[config.mk]
export PLATFORM = sky130hd
export DESIGN_NAME = length_framed_rx_deframer_crc8_flat
export DESIGN_NICKNAME = d
export VERILOG_FILES = /design/src/hdl/lfd_pkg.sv /design/src/hdl/lfd_if.sv /design/src/hdl/lfd_crc8.sv /design/src/hdl/length_framed_rx_deframer_crc8.sv /design/src/flat_wrapper.sv
export SDC_FILE = /design/constraint.sdc
export NUM_CORES = 1
export LEC_CHECK = 0
export BUFFER_PORTS_ARGS = -buffer_cell sky130_fd_sc_hd__buf_2
export CORE_MARGIN = 4
export CORE_UTILIZATION = 53
export DETAILED_ROUTE_END_ITERATION = 16
export GPL_ROUTABILITY_DRIVEN = 0
export GPL_TIMING_DRIVEN = 0
export PLACE_DENSITY = 0.72
export SLEW_MARGIN = 20
export SYNTH_ARGS = -nofsm -noshare
export SYNTH_HDL_FRONTEND = slang
export SYNTH_SLANG_ARGS = --single-unit
export TNS_END_PERCENT = 20
[constraint.sdc]
create_clock -name clk -period 2.71 [get_ports clk]
set_input_delay 0.271 -clock clk [delete_from_list [all_inputs] [get_ports clk]]
set_output_delay 0.271 -clock clk [all_outputs]
set_load 0.02 [all_outputs]
[src/hdl/lfd_pkg.sv]
package lfd_pkg;

  // Field widths
  localparam int unsigned BYTE_W = 8;
  localparam int unsigned LEN_W  = 16;
  localparam int unsigned KIND_W = 2;

  typedef logic [BYTE_W-1:0] byte_t;
  typedef logic [LEN_W-1:0]  len_t;
  typedef logic [KIND_W-1:0] kind_t;

  // Result kinds
  localparam kind_t KIND_PAYLOAD  = 2'd0;
  localparam kind_t KIND_CRC_GOOD = 2'd1;
  localparam kind_t KIND_CRC_BAD  = 2'd2;
  localparam kind_t KIND_ABORT    = 2'd3;

  // Protocol constants
  localparam byte_t SYNC_BYTE       = 8'hAA;
  localparam byte_t ESC_ZERO        = 8'h00;
  localparam byte_t CRC_POLY        = 8'h07;
  localparam len_t  MAX_PAYLOAD_RST = 16'd252;

endpackage

[src/hdl/lfd_if.sv]
// Received byte channel
interface lfd_byte_if;
  import lfd_pkg::*;
  logic  valid;
  logic  ready;
  byte_t rx_byte;
  modport source (output valid, output rx_byte, input ready);
  modport sink   (input valid, input rx_byte, output ready);
endinterface

// Deframer result channel
interface lfd_res_if;
  import lfd_pkg::*;
  logic  valid;
  logic  ready;
  kind_t kind;
  byte_t payload_byte;
  logic  frame_last;
  modport source (output valid, output kind, output payload_byte, output frame_last,
                  input ready);
  modport sink   (input valid, input kind, input payload_byte, input frame_last,
                  output ready);
endinterface

[src/hdl/lfd_crc8.sv]
// CRC-8 update over one byte, poly 0x07, MSB first, unrolled
module lfd_crc8 (
  input  lfd_pkg::byte_t crc_in,
  input  lfd_pkg::byte_t data_in,
  output lfd_pkg::byte_t crc_out
);
  import lfd_pkg::*;

  always_comb begin
    byte_t c;
    c = crc_in ^ data_in;
    for (int i = 0; i < BYTE_W; i++) begin
      if (c[BYTE_W-1]) begin
        c = {c[BYTE_W-2:0], 1'b0} ^ CRC_POLY;
      end else begin
        c = {c[BYTE_W-2:0], 1'b0};
      end
    end
    crc_out = c;
  end

endmodule

[src/hdl/length_framed_rx_deframer_crc8.sv]
// Channel   | Dir | Payload                         | Handshake
// in_byte   | in  | rx_byte[7:0]                    | valid/ready
// out_res   | out | kind[1:0], payload_byte, last   | valid/ready
// cfg       | in  | cfg_wdata[15:0] (max_payload)   | cfg_we, no wait
//
// One item per cycle sustained while out_res is not stalled: a byte sits in the
// input register, the frame state, unescape and CRC-8 update are worked out
// combinationally into the result register. Reset (rst_n, synchronous) returns
// to hunting for sync and sets max_payload to 252.
// A stalled result holds the input register; ready then follows out_res.ready.
module length_framed_rx_deframer_crc8 (
  input  logic                clk,
  input  logic                rst_n,
  lfd_byte_if.sink            in_byte,
  lfd_res_if.source           out_res,
  input  logic                cfg_we,
  input  lfd_pkg::len_t       cfg_wdata
);
  import lfd_pkg::*;

  typedef enum logic [1:0] {
    PH_IDLE = 2'd0,
    PH_LENH = 2'd1,
    PH_LENL = 2'd2,
    PH_BODY = 2'd3
  } phase_t;

  phase_t phase_r, phase_nxt;
  len_t   max_len_r;
  len_t   exp_len_r, exp_len_nxt;
  len_t   taken_r, taken_nxt;
  logic   esc_r, esc_nxt;
  byte_t  crc_r, crc_nxt, crc_upd;

  logic   s1_v_r;
  byte_t  s1_byte_r;

  logic   out_v_r;
  kind_t  out_kind_r, res_kind;
  byte_t  out_byte_r, res_byte;
  logic   out_last_r, res_last;
  logic   res_v;

  byte_t  decoded;
  logic   proc;
  logic   in_fire;

  // Stage handshake: work proceeds when the result slot is free or draining
  assign proc            = s1_v_r && (!out_v_r || out_res.ready);
  assign in_byte.ready   = !s1_v_r || proc;
  assign in_fire         = in_byte.valid && in_byte.ready;

  assign out_res.valid        = out_v_r;
  assign out_res.kind         = out_kind_r;
  assign out_res.payload_byte = out_byte_r;
  assign out_res.frame_last   = out_last_r;

  // Unescape: escaped 0x00 stands for sync, other escaped bytes are literal
  assign decoded = (esc_r && (s1_byte_r == ESC_ZERO)) ? SYNC_BYTE : s1_byte_r;

  lfd_crc8 u_crc (
    .crc_in  (crc_r),
    .data_in (decoded),
    .crc_out (crc_upd)
  );

  // Frame state update for the byte in the input register
  always_comb begin
    phase_nxt   = phase_r;
    exp_len_nxt = exp_len_r;
    taken_nxt   = taken_r;
    esc_nxt     = esc_r;
    crc_nxt     = crc_r;
    res_v       = 1'b0;
    res_kind    = KIND_PAYLOAD;
    res_byte    = '0;
    res_last    = 1'b0;
    case (phase_r)
      PH_IDLE: begin
        if (s1_byte_r == SYNC_BYTE) begin
          phase_nxt = PH_LENH;
          taken_nxt = '0;
          esc_nxt   = 1'b0;
          crc_nxt   = '0;
        end
      end
      PH_LENH: begin
        exp_len_nxt = {s1_byte_r, {BYTE_W{1'b0}}};
        phase_nxt   = PH_LENL;
      end
      PH_LENL: begin
        exp_len_nxt = {exp_len_r[LEN_W-1:BYTE_W], s1_byte_r};
        if ({exp_len_r[LEN_W-1:BYTE_W], s1_byte_r} > max_len_r) begin
          phase_nxt = PH_IDLE;
          res_v     = 1'b1;
          res_kind  = KIND_ABORT;
          res_last  = 1'b1;
        end else begin
          phase_nxt = PH_BODY;
          taken_nxt = '0;
          esc_nxt   = 1'b0;
          crc_nxt   = '0;
        end
      end
      PH_BODY: begin
        if (!esc_r && (s1_byte_r == SYNC_BYTE)) begin
          // escape mark, no item out
          esc_nxt = 1'b1;
        end else begin
          esc_nxt = 1'b0;
          res_v   = 1'b1;
          if (taken_r < exp_len_r) begin
            crc_nxt   = crc_upd;
            taken_nxt = taken_r + 1'b1;
            res_kind  = KIND_PAYLOAD;
            res_byte  = decoded;
          end else begin
            phase_nxt = PH_IDLE;
            res_kind  = (crc_r == decoded) ? KIND_CRC_GOOD : KIND_CRC_BAD;
            res_last  = 1'b1;
          end
        end
      end
      default: phase_nxt = PH_IDLE;
    endcase
  end

  // Control state, frame state and result valid
  always_ff @(posedge clk) begin
    if (!rst_n) begin
      phase_r   <= PH_IDLE;
      exp_len_r <= '0;
      taken_r   <= '0;
      esc_r     <= 1'b0;
      crc_r     <= '0;
      max_len_r <= MAX_PAYLOAD_RST;
      s1_v_r    <= 1'b0;
      out_v_r   <= 1'b0;
    end else begin
      if (cfg_we) begin
        max_len_r <= cfg_wdata;
      end
      if (in_fire) begin
        s1_v_r <= 1'b1;
      end else if (proc) begin
        s1_v_r <= 1'b0;
      end
      if (proc) begin
        phase_r   <= phase_nxt;
        exp_len_r <= exp_len_nxt;
        taken_r   <= taken_nxt;
        esc_r     <= esc_nxt;
        crc_r     <= crc_nxt;
        out_v_r   <= res_v;
      end else if (out_res.ready) begin
        out_v_r   <= 1'b0;
      end
    end
  end

  // Payload registers
  always_ff @(posedge clk) begin
    if (in_fire) begin
      s1_byte_r <= in_byte.rx_byte;
    end
    if (proc) begin
      out_kind_r <= res_kind;
      out_byte_r <= res_byte;
      out_last_r <= res_last;
    end
  end

endmodule

[src/flat_wrapper.sv]
// flat-port wrapper written by rule: the top's interface ports become plain ports
module length_framed_rx_deframer_crc8_flat import lfd_pkg::*;
  (clk, rst_n, cfg_we, cfg_wdata, in_byte_valid, in_byte_rx_byte, in_byte_ready, out_res_valid, out_res_kind, out_res_payload_byte, out_res_frame_last, out_res_ready);
  lfd_byte_if in_byte_i ();
  lfd_res_if out_res_i ();
  input  logic clk;
  input  logic rst_n;
  input  logic cfg_we;
  input  lfd_pkg::len_t cfg_wdata;
  input wire logic [$bits(in_byte_i.valid)-1:0] in_byte_valid;
  input wire logic [$bits(in_byte_i.rx_byte)-1:0] in_byte_rx_byte;
  output wire logic [$bits(in_byte_i.ready)-1:0] in_byte_ready;
  output wire logic [$bits(out_res_i.valid)-1:0] out_res_valid;
  output wire logic [$bits(out_res_i.kind)-1:0] out_res_kind;
  output wire logic [$bits(out_res_i.payload_byte)-1:0] out_res_payload_byte;
  output wire logic [$bits(out_res_i.frame_last)-1:0] out_res_frame_last;
  input wire logic [$bits(out_res_i.ready)-1:0] out_res_ready;
  assign in_byte_i.valid = in_byte_valid;
  assign in_byte_i.rx_byte = in_byte_rx_byte;
  assign in_byte_ready = in_byte_i.ready;
  assign out_res_valid = out_res_i.valid;
  assign out_res_kind = out_res_i.kind;
  assign out_res_payload_byte = out_res_i.payload_byte;
  assign out_res_frame_last = out_res_i.frame_last;
  assign out_res_i.ready = out_res_ready;
  length_framed_rx_deframer_crc8 u_core (.clk(clk), .rst_n(rst_n), .in_byte(in_byte_i), .out_res(out_res_i), .cfg_we(cfg_we), .cfg_wdata(cfg_wdata));
endmodule
* Word-level counts from Yosys, hierarchy flattened *
Index checks and enable logic that the tools add are counted.

word-level totals
  bits in registers = 80
  output and inout bits = 13
  logic and storage cells = 103

operators by class
  add/subtract/negate cells = 1
  order comparisons = 2
  equal/unequal tests = 10
  multiplexer cells = 44
  bitwise operators = 12
  reduce and logical (&&, ||, !) cells = 21

operators by type and width
  kind                                                    number
  2-to-1 mux 16 bit                                       4
  case mux 16 bit (3 select lines)                        1
  2-to-1 mux 8 bit                                        5
  case mux 16 bit (2 select lines)                        1
  2-to-1 mux 3 bit                                        8
  NOT 3 bit                                               8
  case mux 8 bit (3 select lines)                         1
  adder 16 x 1 -> 16 bit (second input constant)          1
  greater-than comparator 16 bit                          1
  < comparator 16 bit                                     1
  2-to-1 mux 2 bit                                        8
  2-to-1 mux 1 bit                                        11
  equality test 8 bit                                     1
  equality test 8 bit (second input constant)             1
  logical NOT 8 bit                                       1
  case mux 2 bit (4 select lines)                         1
  AND reduction 4 bit                                     2
  bitwise XOR 8 bit                                       1
  inequality test 2 bit (second input constant)           3
  AND reduction 6 bit                                     1
  nonzero test 2 bit                                      3
  equality test 2 bit (second input constant)             2
  logical AND 1 bit                                       4
  inequality test 2 x 1 -> 1 bit (second input constant)  2
  12 further kinds                                        18

* Longest topological paths before layout *
  depth in word-level cells = 23
  depth in mapped cells = 10

* Cells and area by module *
From an unflattened synthesis, not the netlist that was laid out.

second synthesis, totals
  cell total of the unflattened synthesis = 511
  area, all modules = 4595.7 µm²

modules (own cells, without submodules)
  module                          times used  cells each  area each (µm²)  sequential area each (µm²)
  length_framed_rx_deframer_crc8  1           490         4411.7           1791.7
  lfd_crc8                        1           21          183.9            0.0

* Least setup slack after synthesis *
OpenSTA, ideal clock, no wires.

  path kind = flip-flop to flip-flop
  from = reg u_core.s1_byte_r[1]
  to = reg u_core.taken_r[11]
  data arrival time = 2.348 ns
  slack = 0.234 ns
  stages on the path, launching flop included = 10
  cell sequence = edfxtp_1 ha_1 nor2b_1 o211ai_1 a2111oi_2 o31a_1 nor3_2 a21o_1 buf_2 a31oi_1

on the way
  word-level cells in the longest chain between the ends = 4
  elaborated cells between the ends (all ways) = 7
  those cells by class = order compare: 1; eq/ne: 4; reduce/logical: 2

ends and longest elaborated chain
  element                                                                 line                                   text
  from (decl)                                                             length_framed_rx_deframer_crc8.sv:36   byte_t s1_byte_r;
  from (signal assigned)                                                  length_framed_rx_deframer_crc8.sv:164  s1_byte_r <= in_byte.rx_byte;
  branches (longest 3 deep; another with greater-than comparator 16 bit)  --
  AND reduction 6 bit (no source line) (*)                                --
  to (signal assigned)                                                    length_framed_rx_deframer_crc8.sv:151  taken_r <= taken_nxt;
  to (decl)                                                               length_framed_rx_deframer_crc8.sv:31   len_t taken_r, taken_nxt;

Every way passes the cells marked *.
A chain may end at the register's enable or synchronous reset.

* Final worst setup path *
  from = reg u_core.s1_byte_r[4]
  to = reg u_core.crc_r[3]

on the way
  word-level cells in the longest chain between the ends = 12
  elaborated cells between the ends (all ways) = 21
  those cells by class = order compare: 1; eq/ne: 4; mux: 8; bitwise: 4; reduce/logical: 4

ends and longest elaborated chain
  element                          line                                   text
  logical NOT 8 bit                length_framed_rx_deframer_crc8.sv:59   assign decoded = (esc_r && (s1_byte_r == ESC_ZERO)) ? SYNC_BYTE : s1_byte_r;
  logical AND 1 bit                length_framed_rx_deframer_crc8.sv:59
  2-to-1 mux 8 bit                 length_framed_rx_deframer_crc8.sv:59
  bitwise XOR 8 bit                lfd_crc8.sv:11                         c = crc_in ^ data_in;
  2-to-1 mux 3 bit                 lfd_crc8.sv:13                         if (c[BYTE_W-1]) begin
  NOT 3 bit (no source line)       --
  2-to-1 mux 3 bit                 lfd_crc8.sv:13
  NOT 3 bit (no source line)       --
  2-to-1 mux 3 bit                 lfd_crc8.sv:13
  2-to-1 mux 8 bit                 length_framed_rx_deframer_crc8.sv:112  if (taken_r < exp_len_r) begin
  2-to-1 mux 8 bit                 length_framed_rx_deframer_crc8.sv:106  if (!esc_r && (s1_byte_r == SYNC_BYTE)) begin
  case mux 8 bit (3 select lines)  length_framed_rx_deframer_crc8.sv:78   case (phase_r)
  to (signal assigned)             length_framed_rx_deframer_crc8.sv:153  crc_r <= crc_nxt;
  to (decl)                        length_framed_rx_deframer_crc8.sv:33   byte_t crc_r, crc_nxt, crc_upd;

Parallel ways exist; a longest one is shown, timed or not. The select of a mux whose other input is x is not followed.

==> reports/metrics.yaml <==
detailed_routing:
  vias_per_cell: 5.71
  wl_per_cell_um: 15.8
  wl_um: 10700
  drc: 0
  antenna_left: 0
  num_vias: 3870
  drtPass1Iterations: 4
  drt-initial-drc-count: 196
timing:
  setup_viol: 0
  timing.final.crit_share_pct: 96.9
  max_freq_mhz: 381
  finalHoldViolCount: 0
  tightest_slew_ns: 0.677
  rsz0062_at_grt: "yes"
  timing.final.ws_setup_ns: 0.0841
  min_period_ns: 2.63
  slew_violations: 0
  skew_ns: 0.00991
  slew_headroom_pct: 54.9
synthesis:
  synthSimpleGateAreaFrac_pct: 20.2
  ys_types: 58
  synthArstFlopShare_pct: 0
  yosysSeqAreaShare_pct: 39.6
  synth_nets: 572
  synth_fa_ha_area_share_pct: 11.3
  avgSynthCellArea_um2: 9.01
  syn_area_um2: 4520
  ys_warn_count: 0
  ys_dominant_reg_cell: "dfxtp_1"
  synth-seq-cells: 80
  synth-edff-count: 19
  synth.mux.area_fraction_pct: 2.66
  synth_top_family_by_area: "simple AND/OR/NAND/NOR gates"
  synthXorXnorAreaFrac_pct: 4.40
  synth_cells: 502
  synth_compound_area_share_pct: 15.9
cells_and_area:
  antenna_cells: 0
  num-fill-cells: 731
  fin_nets: 638
  layout_common_cells: "61 x dfxtp_1, 49 x inv_1, 44 x nand2_1"
  drive_gt1_share_pct: 16.8
  layout_commonest_cell: "dfxtp_1"
  finalInstanceArea_um2: 5200
  syn2layout_area_growth_pct: 15.1
floorplan:
  coreArea_um2: 8260
  fp.dieArea_um2: 10100
  die_y_um: 100
  ios: 42
  die_w_um: 100
  start_util_pct: 54.7
  num_rows: 33
clock_network:
  cts_tree: "done"
  cts_root_buf: "clkbuf_8"
  cts_buffers: 9
  cts_hold_buf: 0
  clock_sinks: 80
  cts.path.max_buffers: 2
  clk_latency_ns: 0.36
  cts.clk_slew.worst_paths_ns: 0.09
  htree_levels: 3
worst_setup_path:
  cpLargestDelayFamily: "simple AND/OR/NAND/NOR gates"
  worstPathRequired_ns: 2.96
  cp_max_fo: 5
  path_cells: "or4_4 -> nor3_4 -> nor2_1 -> xnor2_2 -> inv_1 -> ha_1 -> xor2_1 -> xnor2_1 -> o22ai_1"
  cp_slowest_cell: "or4_4"
  critPathKind: "reg2reg"
  cp_slowest_stage_delay_ns: 0.63
  cp-start-kind: "flip-flop"
  cp-end-kind: "flip-flop"
  reg2reg_setup_slack_ns: 0.08
  worst-path-buf-inv: 1
  arrival_ns: 2.88
power:
  p_per_area_nw_per_um2: 443
  peakVddDrop_uv: 266
  p_leak_nw: 2.04
grt:
  grt_pass1_wl_um: 17300
  grtUsageTotal_pct: 21.7
  grt_max_degree: 15
  grt_pass1_vias: 3640
  globalRouteOverflowTotal: 0
  antenna_found_initial: 0
placement:
  dp_hpwl_um: 7860
  dp_worst_setup_slack_ns: -0.304
  place_area_um2: 4850
  portBuffers: 40
job:
  maxCapViolCount: 0
run_status:
  status: "finished, final reports clean"
worst_hold_path:
  hp-class: "in2reg"
-- layer usage --
layer	wire, um	global-route usage [%]	vias up	share of wire, %
met3	588	4.24	22	5.5
met4	284	9.12	0	2.7
met2	5020	35.0	130	47
met5	0	0	-	0
li1	-	-	1919	-
met1	4790	28.4	1799	45
-- logic make-up (layout without fill, tap and decap cells) --
kind of cell / after synthesis / after routing
AOI/OAI and AO/OA: 107 / 107
xor gates and xnor gates: 21 / 21
adders and majority gates: 41 / 41
buffers and inverters: 69 / 140
DFF: 80 / 80
muxes: 12 / 12
and+or+nand+nor: 172 / 172
-- power by group --
| part | leakage [nW] | switching (mW) | internal (mW) | total [mW] |
|---|---|---|---|---|
| registers | 0.680 | 0.0181 | 1.25 | 1.26 |
| logic | 1.28 | 0.129 | 0.0986 | 0.228 |
| clock network | 0.0765 | 0.477 | 0.335 | 0.812 |
-- worst register-to-register path, stage by stage, from the launching register on --
cell,delay [ns]
edfxtp_1,0.48
or4_4,0.64
nor3_4,0.23
nor2_1,0.13
xnor2_2,0.24
inv_1,0.08
ha_1,0.28
xor2_1,0.18
xnor2_1,0.17
o22ai_1,0.10
-- registers in the layout, summed over array words and instances, names as in the netlist --
signal and cells:
u_core.out_res.frame_last 1, u_core.esc_r 1, u_core.s1_v_r 1, u_core.taken_r 16
u_core.exp_len_r 16, u_core.out_res.kind 2, u_core.s1_byte_r 8, u_core.crc_r 8
u_core.out_res.payload_byte 8, u_core.phase_r 2, u_core.max_len_r 16, u_core.out_res.valid 1
-- stage by stage --
stage / power (mW) / util [%] / TNS [ns] / std cells / hold WS (ns)
final: 2.30 / 63.0 / 0 / 678 / 0.0793
after global routing: 2.40 / 63.0 / -0.0620 / 678 / 0.0637
after CTS: 2.30 / 61.6 / 0 / 669 / 0.0693
after detailed placement: 1.50 / 58.8 / -3.44 / 647 / 0.447
after global placement: 1.49 / 58.8 / -3.00 / 647 / 0.440
after floorplan: 1.43 / - / 0 / 502 / 0.370
-- cell type report --
type	instances	area [um^2]	share of cell area, %
Clock buffer	10	128	2.45
Tap cell	105	131	2.52
Buffer	20	82.6	1.59
Clock inverter	6	43.8	0.842
Multi-Input combinational cell	353	2530	48.6
Sequential cell	80	1790	34.4
Inverter	49	184	3.53
Timing Repair Buffer	55	313	6.01
-- worst paths after layout --
check                                   start                               end  depth (start not counted)
max             u_core.s1_byte_r[4]$_DFFE_PP_      u_core.crc_r[3]$_SDFFE_PN0P_                          9
min                        in_byte_rx_byte[6]     u_core.s1_byte_r[6]$_DFFE_PP_                          1
max reg2reg     u_core.s1_byte_r[4]$_DFFE_PP_      u_core.crc_r[3]$_SDFFE_PN0P_                          9
min reg2reg  u_core.exp_len_r[4]$_SDFFE_PN0P_  u_core.exp_len_r[4]$_SDFFE_PN0P_                          2
-- Yosys cell counts, types with 8 or more instances --
cell type | n | area, um^2
a21oi_1 | 40 | 200
and2_1 | 8 | 50.1
clkbuf_1 | 14 | 52.6
dfxtp_1 | 61 | 1220
edfxtp_1 | 19 | 571
ha_1 | 41 | 513
inv_1 | 49 | 184
mux2i_1 | 12 | 120
nand2_1 | 44 | 165
nand3_1 | 25 | 125
nand4_1 | 11 | 68.8
nor2_1 | 38 | 143
nor3b_1 | 8 | 60.1
o211ai_1 | 10 | 75.1
o21ai_0 | 11 | 55.1
or3_1 | 8 | 50.1
xnor2_1 | 15 | 131
-- what timing repair did --
item                                    in CTS  in global routing
setup buffers                                6                  9
endpoints found under the setup margin      18                 26
pin swaps                                    2                  5
resized for setup                            3                 11
Power figures use the tool's default switching activity.
